$ cat config.mk
export PLATFORM = sky130hd
export DESIGN_NAME = bdsd_mul
export DESIGN_NICKNAME = d
export VERILOG_FILES = /design/src/rtl/bdsd_pkg.sv /design/src/rtl/bdsd_mul.sv
export SDC_FILE = /design/constraint.sdc
export NUM_CORES = 1
export LEC_CHECK = 0
export ABC_CLOCK_PERIOD_IN_PS = 8900
export BUFFER_PORTS_ARGS = -buffer_cell sky130_fd_sc_hd__buf_4
export CAP_MARGIN = 10
export CORE_ASPECT_RATIO = 0.9
export CORE_UTILIZATION = 40
export CTS_BUF_LIST = sky130_fd_sc_hd__clkbuf_8
export DETAILED_ROUTE_END_ITERATION = 6
export GPL_ROUTABILITY_DRIVEN = 0
export GPL_TIMING_DRIVEN = 0
export SLEW_MARGIN = 10
export SYNTH_ARGS = -nofsm -noshare
export SYNTH_HDL_FRONTEND = slang
export SYNTH_SLANG_ARGS = --single-unit
export TNS_END_PERCENT = 100
$ cat constraint.sdc
create_clock -name clk -period 8.9 [get_ports clk]
set_input_delay 0.89 -clock clk [delete_from_list [all_inputs] [get_ports clk]]
set_output_delay 0.89 -clock clk [all_outputs]
set_load 0.005 [all_outputs]
$ cat src/rtl/bdsd_pkg.sv
// Shared types and constants for the binaural delay-and-sum downmixer.
// No dependencies; imported by the multiplier, the rings and the top level.
package bdsd_pkg;

  localparam int DEF_OPS         = 20;
  localparam int DEF_DELAY_DEPTH = 4096;

  localparam int SMP_W  = 24;
  localparam int GAIN_W = 16;
  localparam int ACC_W  = 40;
  localparam int RND_W  = ACC_W - 12;
  localparam int DLY_W  = 12;

  localparam logic CMD_TABLE  = 1'b0;
  localparam logic CMD_SAMPLE = 1'b1;

  localparam logic REG_ACTIVE_OPS = 1'b0;

  typedef enum logic [2:0] {
    S_CLEAR,
    S_IDLE,
    S_MOD,
    S_FETCH,
    S_CHECK,
    S_MUL,
    S_ADD,
    S_EMIT
  } state_t;

  typedef struct packed {
    logic we_l;
    logic we_r;
    logic re;
  } ring_ctl_t;

endpackage

$ cat src/rtl/bdsd_mul.sv
// Digit-serial signed multiplier: gain taken four bits per cycle, then rounded by 2^-12.
// Depends on bdsd_pkg.
module bdsd_mul (
  input  logic                              clk,
  input  logic                              rst,
  input  logic                              start,
  input  logic signed [bdsd_pkg::SMP_W-1:0]  sample,
  input  logic signed [bdsd_pkg::GAIN_W-1:0] gain,
  output logic                              done,
  output logic signed [bdsd_pkg::RND_W-1:0]  rnd
);
  import bdsd_pkg::*;

  logic                    busy;
  logic                    fin;
  logic [1:0]              cnt;
  logic [GAIN_W-1:0]       gsr;
  logic signed [SMP_W-1:0] smp;
  logic signed [ACC_W-1:0] acc;

  logic signed [4:0]       dig;
  logic signed [SMP_W+4:0] pp;
  logic signed [ACC_W-1:0] pp_sh;
  logic signed [ACC_W:0]   rsum;

  // The top digit carries the sign of the gain; the lower digits are unsigned.
  always_comb begin
    dig   = $signed({(cnt == 2'd3) ? gsr[3] : 1'b0, gsr[3:0]});
    pp    = smp * dig;
    pp_sh = ACC_W'(pp) <<< {cnt, 2'b00};
    rsum  = (ACC_W+1)'(acc) + (ACC_W+1)'(2048);
  end

  always_ff @(posedge clk) begin
    if (rst) begin
      busy <= 1'b0;
      fin  <= 1'b0;
      done <= 1'b0;
    end else begin
      done <= 1'b0;
      if (start) begin
        busy <= 1'b1;
        fin  <= 1'b0;
      end else if (busy) begin
        if (cnt == 2'd3) begin
          busy <= 1'b0;
          fin  <= 1'b1;
        end
      end else if (fin) begin
        fin  <= 1'b0;
        done <= 1'b1;
      end
    end
  end

  always_ff @(posedge clk) begin
    if (start) begin
      cnt <= 2'd0;
      gsr <= gain;
      smp <= sample;
      acc <= '0;
    end else if (busy) begin
      acc <= acc + pp_sh;
      gsr <= gsr >> 4;
      cnt <= cnt + 2'd1;
    end else if (fin) begin
      rnd <= rsum[ACC_W-1:12];
    end
  end

endmodule

Yosys cells after proc, flatten, opt, wreduce, memory -nomap -nowiden
Cells that the tools add are included.
- add/subtract/negate cells: 3
- multiply operators: 1
- equal/unequal tests: 1
- shift operators: 1
- muxes and demuxes: 7
- bitwise logic cells: 2
- reduce and logical (&&, ||, !) cells: 4
- operator list (kind ; number):
    adder 40 x 13 -> 40 bit, second input constant ; 1
    adder 40 bit ; 1
    <<< shifter 29 x 4 -> 40 bit ; 1
    two-way mux 16 bit ; 2
    multiplier 24 x 5 -> 29 bit ; 1
    OR reduction 3 bit ; 2
    two-way mux 1 bit ; 5
    AND reduction 3 bit ; 1
    adder 2 x 1 -> 2 bit, second input constant ; 1
    == test 2 bit, second input constant ; 1
    NOT 1 bit ; 2
    nonzero test 2 bit ; 1
- flip-flop bits (word level): 113
- output and inout port bits: 29
- word-level logic and storage cells: 27

Logic depth before layout (Yosys ltp)
- word-level depth: 5
- mapped depth: 33

Worst setup path before layout
Ideal clock, no wire load.
- path kind: register to register
- start: register cnt[0]
- end: register acc[39]
- library setup time: 121 ps
- arrival: 7125 ps
- setup slack: 1653 ps
- cell stages (with the launch flop): 31
- path through: dfxtp_1 ha_1 nand2_1 buf_1 nor2_1 fa_1 inv_1 fa_1 fa_1 inv_1 ha_1 and3_1 a221oi_2 o211ai_2 a31o_1 a21o_1 a221oi_2 xnor2_1 mux2_2 a21o_1 ha_1 a21oi_1 o31ai_1 a21oi_1 nor3_1 a21oi_1 nand3_1 a311o_1 a21oi_2 mux2_4 mux2_4
- cells in the longest elaborated chain, start to end: 5
- ends and longest elaborated chain (element ; RTL line ; source):
    start, declared ; bdsd_mul.sv:16 ; logic [1:0] cnt;
    start signal, assigned ; bdsd_mul.sv:65 ; cnt <= cnt + 2'd1;
    == test 2 bit ; bdsd_mul.sv:28 ; dig = $signed({(cnt == 2'd3) ? gsr[3] : 1'b0, gsr[3:0]});
    two-way mux 1 bit ; bdsd_mul.sv:28 ;
    multiplier 24 x 5 -> 29 bit ; bdsd_mul.sv:29 ; pp = smp * dig;
    <<< shifter 29 x 4 -> 40 bit * ; bdsd_mul.sv:30 ; pp_sh = ACC_W'(pp) <<< {cnt, 2'b00};
    adder 40 bit * ; bdsd_mul.sv:63 ; acc <= acc + pp_sh;
    end signal, assigned ; bdsd_mul.sv:63 ;
    end, declared ; bdsd_mul.sv:19 ; logic signed [ACC_W-1:0] acc;
Mark *: on every way between the ends. The rest lies on a longest branch, timed or not.
A chain may end at the register's enable or synchronous reset.

Worst setup path after layout
- start: register gsr[3]
- end: register acc[39]
- cells in the longest elaborated chain, start to end: 4
- ends and longest elaborated chain (element ; RTL line ; source):
    start, declared ; bdsd_mul.sv:17 ; logic [GAIN_W-1:0] gsr;
    start signal, assigned ; bdsd_mul.sv:59 ; gsr <= gain;
    start signal, assigned ; bdsd_mul.sv:64 ; gsr <= gsr >> 4;
    two-way mux 1 bit ; bdsd_mul.sv:28 ;
    multiplier 24 x 5 -> 29 bit * ; bdsd_mul.sv:29 ;
    <<< shifter 29 x 4 -> 40 bit * ; bdsd_mul.sv:30 ;
    adder 40 bit * ; bdsd_mul.sv:63 ;
Marked as above.

==> impl.org <==
** Clock tree
- The clock net in this run drives a total of between 100 and 150 sinks.
- Clock tree synthesis selected as its root buffer the cell clkbuf_8.
- Number of CTS-inserted buffers :: 17
- Deepest clock path buffer count :: 2
- Hold repair after CTS inserted 0 buffers.
- In this run, post-CTS repair resized a total of 0 instances.
- Clock tree from TritonCTS :: done
- Latest clock arrival within the worst-skew pair :: ~0.48 ns
- Setup repair bufs after CTS :: 0
- Clock-pin slew was measured on the worst setup and hold paths at 0.08 ns.
- In this run the number of H-tree levels came out at 4.

** Die
- The floorplan has between 50 and 60 rows.
- From bottom edge to top edge, the die measures between 150 and 200 um.
- From left edge to right edge, the die measures 181 um.
- Count of pins on the block boundary :: between 70 and 80
- Core Box Area :: between 20000 and 30000 um2
- Die area :: just under 30000 um2
- Starting Density :: around two fifths

** Cells and area
- Layout net count :: between 1500 and 2000
- Antenna diodes :: 0
- After the flow finishes, the layout carries non-filler instances totaling roughly 1700.
- Leaving out fill and tap cells, the most frequent cell in the layout is inv_1.
- Cells with a size suffix above 1 make up between 10% and 20% of the layout.
- Fraction of the core area covered by cells at the end of the flow :: between 40% and 50%
- Relative to the synthesized area, the layout overhead comes to 12.0%.
- In the layout the commonest cells are inv_1 (158), nor2_1 (102), and2_1 (97).

** Logic synthesis
- Synthesis produced between 1000 and 1500 cells.
- Yosys printed 0 warnings.
- Number of nets produced by synthesis :: approximately 1500
- Sequential cells were found to cover between 20% and 30% of the synthesized design area.
- Primary FF master, synth :: edfxtp_1
- Post-synth design cell area :: 11500 um2
- Of all flip-flops after synthesis, the portion carrying an async set or reset was 0%.
- Flip-flop and latch count after synthesis :: approximately 110
- Number of distinct library cells after synthesis :: 75
- Number of enable-type register cells in the synthesized netlist :: a little under 70
- Average size of a mapped cell :: slightly above 9 um2

** Timing
- Max frequency :: 117 MHz
- Number of pins exceeding their max-slew limit in the final report :: 0
- Least setup slack across all paths after layout :: between 0.3 and 0.4 ns
- Across all hold checks on the routed design, the worst slack comes to about 0.49 ns.
- Clock skew on the completed layout was measured at roughly 0.018 ns.
- The final critical path takes up slightly below 100% of the cycle.
- Setup violation total in the final timing report :: 0
- Setup repair after global routing left no endpoint under its margin.
- Headroom to the max-slew limit came out at a little over a quarter.
- Counting I/O delays and the setup requirement, the final critical path takes ~8.6 ns.
- Worst Tran Pin Value :: roughly 1.1 ns
- Number of hold violations in the final report :: 0
- Setup TNS :: 0 ns

** Setup path
- Type of origin of the critical path :: register
- Required time of the critical path :: a little over 9 ns
- Worst Setup End Kind :: register
- On the worst path, the slowest cell contributes a delay of about 0.57 ns.
- By startpoint and endpoint, the worst setup path is classified as register to register.
- Arrival time at the worst endpoint :: just under 9 ns
- Critical path peak fanout :: 10
- Tracing the worst setup path back leads to its startpoint at gsr[3].
- Worst flop-to-flop path startpoint :: gsr[3]
- The slowest stage of the critical path belongs to the cell edfxtp_1.

** Place
- Pre-CTS setup slack :: about 0.18 ns
- Input and output buffers added on the ports amount to 71.
- Detailed placement ended at an HPWL of around 22000 um.
- Including well taps, the total number of placed cells is 1698.

** Routing
- In this run, the number of DRC markers left after iteration 0 of detailed routing was around 570.
- Post-route DRC violation count :: 0
- For this block, the routed nets add up to ~27000 um of wire.
- The count of nets left with antenna violations once routing finished came out at 0.
- After detailed routing, the average wire length per cell comes to 15.8 um.
- In the routed layout, each cell is associated on average with a via count of a little over 5.
- Total via count in the routed design :: 8989
- Before antenna repair, the detailed router went through 5 iterations.

** Global routing
- Entering global routing, the biggest net connects 30 pins.
- Fraction of met1 tracks used by global routing :: between 20 and 30%
- The via count of the first global-routing pass was 8562.
- Total GRT Usage :: between 10% and 20%
- In the global route stage, met2 resource usage came out at 29.3%.
- Met3 usage :: approximately 3.6%
- met2 is the most crowded layer.
- The total overflow left after global routing is 0.
- The initial antenna violation count is 0.
- The first global-routing pass estimated roughly 44000 um of wire.

** Hold path
- Path class of the lowest-slack min-delay path :: register to register
- Hold path start :: fin

** Power and ir drop
- Worst IR Drop VDD :: between 0.1 and 0.15 mV
- For this design the ratio of total power to cell area is roughly 320 nW/um2.
- In this run the static leakage power is ~5.8 nW.

** Flow run
- Across the run, the number of max-cap violations was 0.

** Status
- The run finished with clean final reports.
## flip-flops by register name, summed over array words and instances (netlist names)
name	cells
busy	1
gsr	16
rnd	28
fin	1
acc	40
smp	24
done	1
cnt	2
## through the flow
step                      power (mW)  cell area [um2]
after detailed placement        3.63            12500
after global placement          3.60            12500
final                           4.16            12900
after CTS                       4.15            12900
after global routing            4.54            12900
after floorplan                 2.97            11500
## metal layers
metal | routed length [um] | share of wire (%) | vias up
met5 | 0 | 0 | -
met4 | 405 | 1.5 | 0
met3 | 1450 | 5.3 | 24
met2 | 11800 | 43 | 232
met1 | 13600 | 50 | 4256
li1 | - | - | 4477
## cell type report
| cell class | instances | area [um2] |
|---|---|---|
| Tap cell | 360 | 450 |
| Inverter | 156 | 586 |
| Buffer | 41 | 176 |
| Fill cell | 2733 | 15200 |
| Multi-Input combinational cell | 957 | 7800 |
| Sequential cell | 113 | 2940 |
| Clock inverter | 15 | 154 |
| Timing Repair Buffer | 71 | 533 |
| Clock buffer | 17 | 234 |
## report_power, final
| part | internal, mW | switching [mW] |
|---|---|---|
| Combinational | 1.18 | 1.74 |
| Clock | 0.270 | 0.232 |
| Sequential | 0.647 | 0.0921 |
| Total | 2.10 | 2.06 |
## worst paths after layout
kind,end,slack (ns),cells after the start
setup reg to reg,acc[39],0.34,29
hold reg to reg,fin,0.49,2
setup / recovery,acc[39],0.34,29
hold / removal,fin,0.49,2
## cells in the mapped netlist (11+ instances only)
| cell | n | area [um2] |
|---|---|---|
| a21o_1 | 28 | 210 |
| a21oi_1 | 71 | 355 |
| and2_1 | 98 | 613 |
| and3_1 | 15 | 93.8 |
| clkbuf_1 | 28 | 105 |
| dfxtp_1 | 45 | 901 |
| edfxtp_1 | 68 | 2040 |
| fa_1 | 75 | 1500 |
| ha_1 | 96 | 1200 |
| inv_1 | 154 | 578 |
| mux2_2 | 15 | 169 |
| mux2i_1 | 48 | 480 |
| nand2_1 | 95 | 357 |
| nand3_1 | 27 | 135 |
| nand4_1 | 11 | 68.8 |
| nor2_1 | 102 | 383 |
| nor2b_1 | 11 | 68.8 |
| nor3_1 | 11 | 55.1 |
| o21ai_0 | 30 | 150 |
| o21bai_1 | 12 | 90.1 |
| xnor2_1 | 60 | 526 |
| xor2_1 | 28 | 245 |
## worst max-delay path: cells and delay by family, from the launching register on
kind                       cells  cell delay (ns)
AOI/OAI and AO/OA             12             3.14
adders and majority gates      5             2.20
and+or+nand+nor                5             0.97
muxes                          3             0.92
DFF                            1             0.57
buffers and inverters          3             0.49
xor gates and xnor gates       1             0.17
## cells by family (layout without fill, tap and decap cells)
family | Yosys count | count (layout) | synth area share [%]
DFF | 113 | 113 | 25.6
muxes | 66 | 66 | 6.01
AOI/OAI and AO/OA | 230 | 230 | 14.0
buffers and inverters | 197 | 300 | 6.61
adders and majority gates | 171 | 171 | 23.5
xor gates and xnor gates | 88 | 88 | 6.70
and+or+nand+nor | 402 | 402 | 17.6
Power figures use the tool's default switching activity.
